===== src/hdl/typed_record_frame_unpacker_defines.svh =====
// Assertion macros shared by the frame unpacker modules.
// Each macro expects the enclosing module to have aclk and aresetn.
`ifndef TYPED_RECORD_FRAME_UNPACKER_DEFINES_SVH
`define TYPED_RECORD_FRAME_UNPACKER_DEFINES_SVH

// Consequent must hold in the same cycle as the antecedent.
`define TRFU_ASSERT_SAME(lbl, ante, cons, msg) \
    lbl: assert property (@(posedge aclk) disable iff (!aresetn) (ante) |-> (cons)) \
        else $error(msg);

// Consequent must hold in the cycle after the antecedent.
`define TRFU_ASSERT_NEXT(lbl, ante, cons, msg) \
    lbl: assert property (@(posedge aclk) disable iff (!aresetn) (ante) |=> (cons)) \
        else $error(msg);

`endif


===== src/hdl/trfu_pkg.sv =====
`default_nettype none

package trfu_pkg;

    localparam logic [7:0] FRAME_LENGTH_RESET = 8'd100;
    localparam logic [7:0] FRAME_LENGTH_MIN   = 8'd2;
    localparam logic [7:0] TAG_MAX            = 8'd8;
    localparam int         FIFO_DEPTH         = 2;

    typedef enum logic [3:0] {
        PH_COUNT   = 4'b0001,
        PH_TAG     = 4'b0010,
        PH_PAYLOAD = 4'b0100,
        PH_SKIP    = 4'b1000
    } phase_t;

    typedef enum logic [1:0] {
        STATUS_OK        = 2'd0,
        STATUS_BAD_TAG   = 2'd1,
        STATUS_TRUNCATED = 2'd2
    } status_t;

    // One classified byte handed from the parser to the assembler.
    typedef struct packed {
        logic       clear;   // start a new record: zero the accumulator
        logic       write;   // merge data into the accumulator
        logic [7:0] data;
        logic [2:0] idx;     // byte lane of data within the 64-bit word
        logic       emit;    // this byte produces a result
        logic [3:0] tag;
        status_t    status;
        logic       last;
    } op_t;

    // Payload bytes carried by each tag; invalid tags carry none.
    function automatic logic [3:0] payload_size(input logic [3:0] tag);
        logic [3:0] size;
        case (tag)
            4'd1:    size = 4'd8;
            4'd2:    size = 4'd4;
            4'd3:    size = 4'd4;
            4'd4:    size = 4'd4;
            4'd5:    size = 4'd2;
            4'd6:    size = 4'd2;
            4'd7:    size = 4'd1;
            4'd8:    size = 4'd1;
            default: size = 4'd0;
        endcase
        return size;
    endfunction

endpackage

`default_nettype wire


===== src/hdl/trfu_front.sv =====
`default_nettype none

`include "typed_record_frame_unpacker_defines.svh"

module trfu_front (
    input  wire logic          aclk,
    input  wire logic          aresetn,
    input  wire logic          cfg_wr_en,
    input  wire logic [7:0]    cfg_wr_data,
    input  wire logic          s_valid,
    output logic               s_ready,
    input  wire logic [7:0]    s_rx_byte,
    input  wire logic          q_full,
    output logic               q_push,
    output trfu_pkg::op_t      q_op
);

    logic [7:0]       frame_length_reg;
    trfu_pkg::phase_t phase_reg, phase_next;
    logic [7:0]       pos_reg, pos_next;
    logic [7:0]       expected_reg, expected_next;
    logic [7:0]       seen_reg, seen_next;
    logic [3:0]       tag_reg, tag_next;
    logic [3:0]       remaining_reg, remaining_next;
    logic [2:0]       idx_reg, idx_next;

    logic [7:0]       len;
    logic             last;
    logic             accept;
    logic             tag_ok;
    logic [7:0]       seen_inc;
    trfu_pkg::op_t    op;

    assign s_ready = !q_full;
    assign accept  = s_valid && s_ready;

    assign len      = (frame_length_reg < trfu_pkg::FRAME_LENGTH_MIN) ?
                      trfu_pkg::FRAME_LENGTH_MIN : frame_length_reg;
    assign last     = ({1'b0, pos_reg} + 9'd1) >= {1'b0, len};
    assign tag_ok   = (s_rx_byte != 8'd0) && (s_rx_byte <= trfu_pkg::TAG_MAX);
    assign seen_inc = seen_reg + 8'd1;

    always_comb begin
        phase_next     = phase_reg;
        expected_next  = expected_reg;
        seen_next      = seen_reg;
        tag_next       = tag_reg;
        remaining_next = remaining_reg;
        idx_next       = idx_reg;
        op             = '0;
        op.status      = trfu_pkg::STATUS_OK;
        op.data        = s_rx_byte;
        op.idx         = idx_reg;
        op.tag         = tag_reg;

        case (phase_reg)
            trfu_pkg::PH_COUNT: begin
                expected_next = s_rx_byte;
                seen_next     = 8'd0;
                phase_next    = (s_rx_byte == 8'd0) ? trfu_pkg::PH_SKIP : trfu_pkg::PH_TAG;
            end
            trfu_pkg::PH_TAG: begin
                op.clear = 1'b1;
                if (tag_ok) begin
                    tag_next       = s_rx_byte[3:0];
                    remaining_next = trfu_pkg::payload_size(s_rx_byte[3:0]);
                    idx_next       = 3'd0;
                    phase_next     = trfu_pkg::PH_PAYLOAD;
                    op.tag         = s_rx_byte[3:0];
                    if (last) begin
                        op.emit   = 1'b1;
                        op.status = trfu_pkg::STATUS_TRUNCATED;
                        op.last   = 1'b1;
                    end
                end else begin
                    op.emit    = 1'b1;
                    op.tag     = 4'd0;
                    op.status  = trfu_pkg::STATUS_BAD_TAG;
                    op.last    = 1'b1;
                    phase_next = trfu_pkg::PH_SKIP;
                end
            end
            trfu_pkg::PH_PAYLOAD: begin
                op.write       = 1'b1;
                remaining_next = remaining_reg - 4'd1;
                idx_next       = idx_reg + 3'd1;
                if (remaining_reg == 4'd1) begin
                    seen_next  = seen_inc;
                    op.emit    = 1'b1;
                    op.last    = (seen_inc == expected_reg) || last;
                    phase_next = (seen_inc == expected_reg) ?
                                 trfu_pkg::PH_SKIP : trfu_pkg::PH_TAG;
                end else if (last) begin
                    op.emit   = 1'b1;
                    op.status = trfu_pkg::STATUS_TRUNCATED;
                    op.last   = 1'b1;
                end
            end
            trfu_pkg::PH_SKIP: begin
            end
            default: begin
                phase_next = trfu_pkg::PH_SKIP;
            end
        endcase

        if (last) begin
            phase_next = trfu_pkg::PH_COUNT;
            pos_next   = 8'd0;
        end else begin
            pos_next   = pos_reg + 8'd1;
        end
    end

    assign q_push = accept && (op.clear || op.write || op.emit);
    assign q_op   = op;

    always_ff @(posedge aclk) begin
        if (!aresetn) begin
            frame_length_reg <= trfu_pkg::FRAME_LENGTH_RESET;
        end else if (cfg_wr_en) begin
            frame_length_reg <= cfg_wr_data;
        end
    end

    always_ff @(posedge aclk) begin
        if (!aresetn) begin
            phase_reg     <= trfu_pkg::PH_COUNT;
            pos_reg       <= 8'd0;
            expected_reg  <= 8'd0;
            seen_reg      <= 8'd0;
            tag_reg       <= 4'd0;
            remaining_reg <= 4'd0;
            idx_reg       <= 3'd0;
        end else if (accept) begin
            phase_reg     <= phase_next;
            pos_reg       <= pos_next;
            expected_reg  <= expected_next;
            seen_reg      <= seen_next;
            tag_reg       <= tag_next;
            remaining_reg <= remaining_next;
            idx_reg       <= idx_next;
        end
    end

    `TRFU_ASSERT_SAME(a_error_ends_run,
        q_push && q_op.emit && (q_op.status != trfu_pkg::STATUS_OK), q_op.last,
        "error result without end-of-frame mark")

    `TRFU_ASSERT_SAME(a_frame_wraps,
        accept && last, pos_next == 8'd0 && phase_next == trfu_pkg::PH_COUNT,
        "frame did not restart after its last byte")

endmodule

`default_nettype wire


===== src/hdl/trfu_fifo.sv =====
`default_nettype none

`include "typed_record_frame_unpacker_defines.svh"

module trfu_fifo #(
    parameter int DEPTH = trfu_pkg::FIFO_DEPTH
) (
    input  wire logic          aclk,
    input  wire logic          aresetn,
    input  wire logic          push,
    input  trfu_pkg::op_t      push_op,
    output logic               full,
    input  wire logic          pop,
    output trfu_pkg::op_t      head_op,
    output logic               empty
);

    localparam int PTR_W = (DEPTH > 1) ? $clog2(DEPTH) : 1;
    localparam int CNT_W = $clog2(DEPTH + 1);
    localparam logic [PTR_W-1:0] PTR_LAST = PTR_W'(DEPTH - 1);
    localparam logic [CNT_W-1:0] CNT_FULL = CNT_W'(DEPTH);

    trfu_pkg::op_t    mem_reg [DEPTH];
    logic [PTR_W-1:0] wr_ptr_reg, rd_ptr_reg;
    logic [CNT_W-1:0] count_reg, count_next;

    assign full    = (count_reg == CNT_FULL);
    assign empty   = (count_reg == '0);
    assign head_op = mem_reg[rd_ptr_reg];

    always_comb begin
        count_next = count_reg;
        if (push && !pop) begin
            count_next = count_reg + CNT_W'(1);
        end else if (pop && !push) begin
            count_next = count_reg - CNT_W'(1);
        end
    end

    always_ff @(posedge aclk) begin
        if (push) begin
            mem_reg[wr_ptr_reg] <= push_op;
        end
    end

    always_ff @(posedge aclk) begin
        if (!aresetn) begin
            wr_ptr_reg <= '0;
            rd_ptr_reg <= '0;
            count_reg  <= '0;
        end else begin
            count_reg <= count_next;
            if (push) begin
                wr_ptr_reg <= (wr_ptr_reg == PTR_LAST) ? '0 : wr_ptr_reg + PTR_W'(1);
            end
            if (pop) begin
                rd_ptr_reg <= (rd_ptr_reg == PTR_LAST) ? '0 : rd_ptr_reg + PTR_W'(1);
            end
        end
    end

    `TRFU_ASSERT_SAME(a_no_overflow, push, !full || pop, "push into a full queue")
    `TRFU_ASSERT_SAME(a_no_underflow, pop, !empty, "pop from an empty queue")

endmodule

`default_nettype wire


===== src/hdl/trfu_back.sv =====
`default_nettype none

`include "typed_record_frame_unpacker_defines.svh"

module trfu_back (
    input  wire logic          aclk,
    input  wire logic          aresetn,
    input  wire logic          q_empty,
    input  trfu_pkg::op_t      q_op,
    output logic               q_pop,
    output logic               m_valid,
    input  wire logic          m_ready,
    output logic [3:0]         m_record_tag,
    output logic [63:0]        m_record_bits,
    output logic [1:0]         m_status,
    output logic               m_frame_last
);

    logic [63:0]       acc_reg, acc_next;
    logic              valid_reg, valid_next;
    logic [3:0]        tag_reg;
    logic [63:0]       bits_reg;
    trfu_pkg::status_t status_reg;
    logic              last_reg;
    logic [63:0]       lane;
    logic              load;

    assign q_pop = !q_empty && (!valid_reg || m_ready);
    assign load  = q_pop && q_op.emit;
    assign lane  = 64'(q_op.data) << {q_op.idx, 3'b000};

    always_comb begin
        acc_next = q_op.clear ? 64'd0 : acc_reg;
        if (q_op.write) begin
            acc_next = acc_next | lane;
        end
        valid_next = valid_reg;
        if (valid_reg && m_ready) begin
            valid_next = 1'b0;
        end
        if (load) begin
            valid_next = 1'b1;
        end
    end

    always_ff @(posedge aclk) begin
        if (!aresetn) begin
            valid_reg <= 1'b0;
            acc_reg   <= 64'd0;
        end else begin
            valid_reg <= valid_next;
            if (q_pop) begin
                acc_reg <= acc_next;
            end
        end
    end

    always_ff @(posedge aclk) begin
        if (load) begin
            tag_reg    <= q_op.tag;
            bits_reg   <= (q_op.status == trfu_pkg::STATUS_BAD_TAG) ? 64'd0 : acc_next;
            status_reg <= q_op.status;
            last_reg   <= q_op.last;
        end
    end

    assign m_valid       = valid_reg;
    assign m_record_tag  = tag_reg;
    assign m_record_bits = bits_reg;
    assign m_status      = status_reg;
    assign m_frame_last  = last_reg;

    `TRFU_ASSERT_NEXT(a_load_shows, load, valid_reg, "loaded result not presented")
    `TRFU_ASSERT_SAME(a_bad_tag_clean,
        valid_reg && (status_reg == trfu_pkg::STATUS_BAD_TAG),
        tag_reg == 4'd0 && bits_reg == 64'd0,
        "invalid-tag result carries a tag or payload")

endmodule

`default_nettype wire


===== src/hdl/typed_record_frame_unpacker.sv =====
// Typed record frame unpacker.
// Input channel (s_valid/s_ready/s_rx_byte): one byte of a received frame per item.
// The first byte of a frame is the record count; each record is a tag byte
// (1..8) followed by 8, 4, 4, 4, 2, 2, 1 or 1 little-endian payload bytes.
// Output channel (m_valid/m_ready/m_*): one item per finished record, per
// invalid tag, or per record cut short by the end of the frame.
// cfg_wr_en/cfg_wr_data write the frame length (bytes per frame) while idle.
// The user must keep to this, as the block does not enforce it. Throughput is
// one byte per cycle while s_ready is high; the parser decides everything about
// a byte in the cycle it is accepted. A result passes from the byte that
// completes it through the queue and then into the output register. When the
// receiver stalls, the held result waits in the output register and the queue
// absorbs up to FIFO_DEPTH further tag, payload or result bytes before s_ready
// drops; bytes that cause no work are always taken while room remains.
// Reset clears the parser to await a count byte, empties the queue and the
// output register, and sets the frame length to 100.
`default_nettype none

module typed_record_frame_unpacker #(
    parameter int FIFO_DEPTH = trfu_pkg::FIFO_DEPTH
) (
    input  wire logic          aclk,
    input  wire logic          aresetn,
    input  wire logic          cfg_wr_en,
    input  wire logic [7:0]    cfg_wr_data,
    input  wire logic          s_valid,
    output logic               s_ready,
    input  wire logic [7:0]    s_rx_byte,
    output logic               m_valid,
    input  wire logic          m_ready,
    output logic [3:0]         m_record_tag,
    output logic [63:0]        m_record_bits,
    output logic [1:0]         m_status,
    output logic               m_frame_last
);

    // Classified bytes travel from the parser to the assembler through a
    // short queue, so a stalled receiver does not freeze the parser at once.
    trfu_pkg::op_t push_op;
    trfu_pkg::op_t head_op;
    logic          push;
    logic          pop;
    logic          full;
    logic          empty;

    // Front: tracks frame position, record counts and payload progress, and
    // turns each tag and payload byte into an accumulator command.
    trfu_front u_front (
        .aclk        (aclk),
        .aresetn     (aresetn),
        .cfg_wr_en   (cfg_wr_en),
        .cfg_wr_data (cfg_wr_data),
        .s_valid     (s_valid),
        .s_ready     (s_ready),
        .s_rx_byte   (s_rx_byte),
        .q_full      (full),
        .q_push      (push),
        .q_op        (push_op)
    );

    trfu_fifo #(
        .DEPTH (FIFO_DEPTH)
    ) u_fifo (
        .aclk    (aclk),
        .aresetn (aresetn),
        .push    (push),
        .push_op (push_op),
        .full    (full),
        .pop     (pop),
        .head_op (head_op),
        .empty   (empty)
    );

    // Back: merges payload bytes into the 64-bit value and holds each result
    // in the output register until the receiver takes it.
    trfu_back u_back (
        .aclk          (aclk),
        .aresetn       (aresetn),
        .q_empty       (empty),
        .q_op          (head_op),
        .q_pop         (pop),
        .m_valid       (m_valid),
        .m_ready       (m_ready),
        .m_record_tag  (m_record_tag),
        .m_record_bits (m_record_bits),
        .m_status      (m_status),
        .m_frame_last  (m_frame_last)
    );

endmodule

`default_nettype wire


===== config.mk =====
export PLATFORM = sky130hd
export DESIGN_NAME = typed_record_frame_unpacker
export DESIGN_NICKNAME = d
export VERILOG_FILES = /design/src/hdl/trfu_pkg.sv /design/src/hdl/trfu_front.sv /design/src/hdl/trfu_fifo.sv /design/src/hdl/trfu_back.sv /design/src/hdl/typed_record_frame_unpacker.sv
export VERILOG_INCLUDE_DIRS = /design/src /design/src/hdl
export SDC_FILE = /design/constraint.sdc
export NUM_CORES = 1
export LEC_CHECK = 0
export BUFFER_PORTS_ARGS = -buffer_cell sky130_fd_sc_hd__buf_2
export CORE_ASPECT_RATIO = 0.7
export CORE_MARGIN = 2
export CORE_UTILIZATION = 45
export DETAILED_ROUTE_END_ITERATION = 8
export PLACE_DENSITY = 0.62
export RECOVER_POWER = 50
export SYNTH_ARGS = -nofsm -noshare
export SYNTH_HDL_FRONTEND = slang
export SYNTH_SLANG_ARGS = --single-unit

===== constraint.sdc =====
create_clock -name aclk -period 9.9 [get_ports aclk]
set_clock_uncertainty 0.15 [all_clocks]
set_input_delay 0.99 -clock aclk [delete_from_list [all_inputs] [get_ports aclk]]
set_output_delay 0.99 -clock aclk [all_outputs]
set_load 0.02 [all_outputs]

==> impl_results.md <==
* Status: complete, but fails checks
* Failing checks: capacitance limit, slew limit
* Most common cell on crit path: clkbuf_1
* Syn_area_per_cell at around 11 um^2
* Mapped cell area at just under 10000 um^2
* Cell family with most CP delay: buffers and inverters
* Initial DRC count at 714
* Diode count at 0
* P per Cell Area at between 200 and 250 nW/um^2
* Mapped Cells at roughly 900
* Core area at between 20000 and 25000 um^2
* Async set or reset register ratio after synthesis at 0
* Layout cell share with drive strength beyond 1 at 0.0775
* Largest net degree at the start of global routing at 98
* Maximum vdd drop at around 0.00013 V
* CP startpoint kind: input pin
* Slew Limit Headroom at -2.02
* Syn Nets at between 900 and 1000
* Synth cell types at 63
* Critical Path, Cell by Cell: clkbuf_1 -> inv_1 -> clkbuf_1 -> o31ai_1
* Root Buffer: clkbuf_16
* Clock latency at the later pin of the worst-skew pair at between 500 and 600 ps
* Commonest cells post-synth: nor2_1 (174), a22oi_1 (128), dfxtp_1 (117)
* Worst Setup EP: u_front.phase_reg[2]
* Fin crit share at 0.530
* Vias/cell at 5.69
* H-Tree Depth at 1
* CP Capture Type: register
* WL final at approximately 23000 um
* Pleak at around 3.8 nW
* Die height at around 130 um
* Sequential area share after synthesis at 0.586
* Detail Placement HPWL at roughly 15000 um
* Reg clk slew, reported paths at around 60 ps
* Maximum clock rate at 190 MHz
* DIE WIDTH at between 150 and 200 um
* WP buf/inv at 3
* Slowest cell delay on critical path at between 3000 and 4000 ps
* Vias in the first global route at ~6400
* Cts repair resizes at 0
* I/O Buffers at between 90 and 100
* Synth area leaders: edfxtp_1 (35%), dfxtp_1 (24%), a22oi_1 (9.8%)
* Worst Setup SP: aresetn
* First-pass GRT wire length at 36700 um
* FILL cells at ~2000
* Reg2Reg Depth at 7
* Initial Util at 0.455
* Crit Reg-Reg Endpoint: u_back.acc_reg[46]
* Worst Path Class, Setup: in2reg
* Worst-margin pin slew at approximately 4500 ps
* Area of the multi-input gates at 3690 um^2
* Total GRT Usage at 0.197
* Reg area at roughly 5700 um^2
* Min Tclk post-route at about 5200 ps
* Layout area overhead at 12.3%
* CTS Buffer Depth at 3
* Die Area at around 23000 um^2
* Hold Path Class: reg2reg
* Final Max Slew Viols at 128
* CTS tree: yes
* Synth top area share at 0.347
* Hold_buf cts at 0
* Antenna Nets Post-Route at 0
* Syn. warnings at 0
* Endpoints failing hold at 0
* Antenna violations before repair at 0
* Remaining Overflow, GRT at 0
* Number of max-cap violations at 2
* Critical path's slowest cell: clkbuf_1
* Post-synth EDFFs at about 110
* Final net count at roughly 1000
* Final RePlAce weighted congestion at between 0.7 and 0.8
* DRC at 0
* Hold path depth at 2
* Clk sinks at 230
* FF+latch count, synth at between 200 and 250
* Req. time, crit path at around 10000 ps
* Drt wl/cell at 18.3 um
* Setup_tns at 0 ps
* Most used DFF post-synth: dfxtp_1
* Setup Buffers After CTS at 0
* Area leader, netlist: edfxtp_1
* Levels on crit path at 4
* Worst endpoint data arrival time at roughly 5300 ps
* RSZ-0062 raised after global routing: no
* Reg2reg setup slack at around 6000 ps
* Vias at approximately 7300
* Setup violators final at 0
* CP Max Fanout at 97
* Number of CTS-inserted buffers at 23
* Most frequent cell after synthesis: nor2_1
* IO Count at 94
* Num rows at between 40 and 50
* Hold Slack at about 320 ps
* First-pass iteration count of the detailed router at 7
-- cell usage in the layout, fill, tap and decap left out, types with 4 or more instances in the layout --
cell,instances
a211oi_1,4
a21oi_1,40
a22oi_1,128
a31oi_1,5
and2_1,4
and3_1,5
buf_2,11
buf_4,5
clkbuf_1,91
clkbuf_16,23
clkinv_2,5
dfxtp_1,117
edfxtp_1,113
ha_1,17
inv_1,17
mux2_2,14
mux2i_1,9
nand2_1,51
nand3_1,23
nand4_1,4
nor2_1,173
nor2b_1,14
nor3_1,7
o21a_1,4
o21ai_0,13
or3_1,10
xnor2_1,14
xor2_1,8
-- routing by layer --
metal,part of all wire,vias up,track usage
li1,-,3459,-
met4,0.014,0,0.0375
met2,0.39,268,0.263
met1,0.52,3503,0.330
met3,0.074,31,0.0322
met5,0,-,0
-- cell families after synthesis --
family / after synthesis / share of synthesized area
mux: 27 / 0.0298
simple gates: 314 / 0.145
xor+xnor: 22 / 0.0197
fa+ha+maj: 17 / 0.0217
buf+inv: 88 / 0.0374
flops: 230 / 0.586
compound gates: 223 / 0.160
-- layout make-up --
class | count | area share
well taps | 282 | 0.0321
inverters | 19 | 0.00672
repair buffers | 101 | 0.0374
multi-input cells | 603 | 0.336
flip-flops and latches | 230 | 0.522
clock inverters | 10 | 0.00911
clock buffers | 31 | 0.0569
-- worst register-to-register path, stage by stage, from the launching register on --
cell and delay [ps]:
dfxtp_1 300, clkbuf_1 1170, mux2i_4 390, buf_4 600, or2_2 270, buf_4 550
a22oi_1 220, nor2_1 140
-- metrics by stage --
step                      worst slack, ps   util  instance area [um^2]  power [mW]  std cells
after CTS                            6590  0.518                 11100        2.59       1276
after global placement               6640  0.485                 10400        1.74       1235
after floorplan                      4810      -                  9790        1.56        921
final                                4650  0.511                 11000        2.56       1276
after detailed placement             6560  0.485                 10400        1.74       1235
after global routing                 4330  0.511                 11000        2.67       1276
-- worst min path at each step --
stage,start,slack (ps),end
after detailed placement,u_front.expected_reg[1],310,u_front.expected_reg[1]
after global placement,u_front.expected_reg[2],310,u_front.expected_reg[2]
after floorplan,u_front.idx_reg[2],280,u_fifo.mem_reg[0][10]
after global routing,u_front.expected_reg[0],340,u_front.expected_reg[0]
after CTS,u_front.expected_reg[1],320,u_front.expected_reg[1]
final,u_front.expected_reg[2],320,u_front.expected_reg[2]
-- power breakdown --
group	internal, mW	switching [mW]
Clock	0.494	0.354
Sequential	1.11	0.0343
Combinational	0.130	0.431
Note: power is estimated with default switching activity, not from simulation.
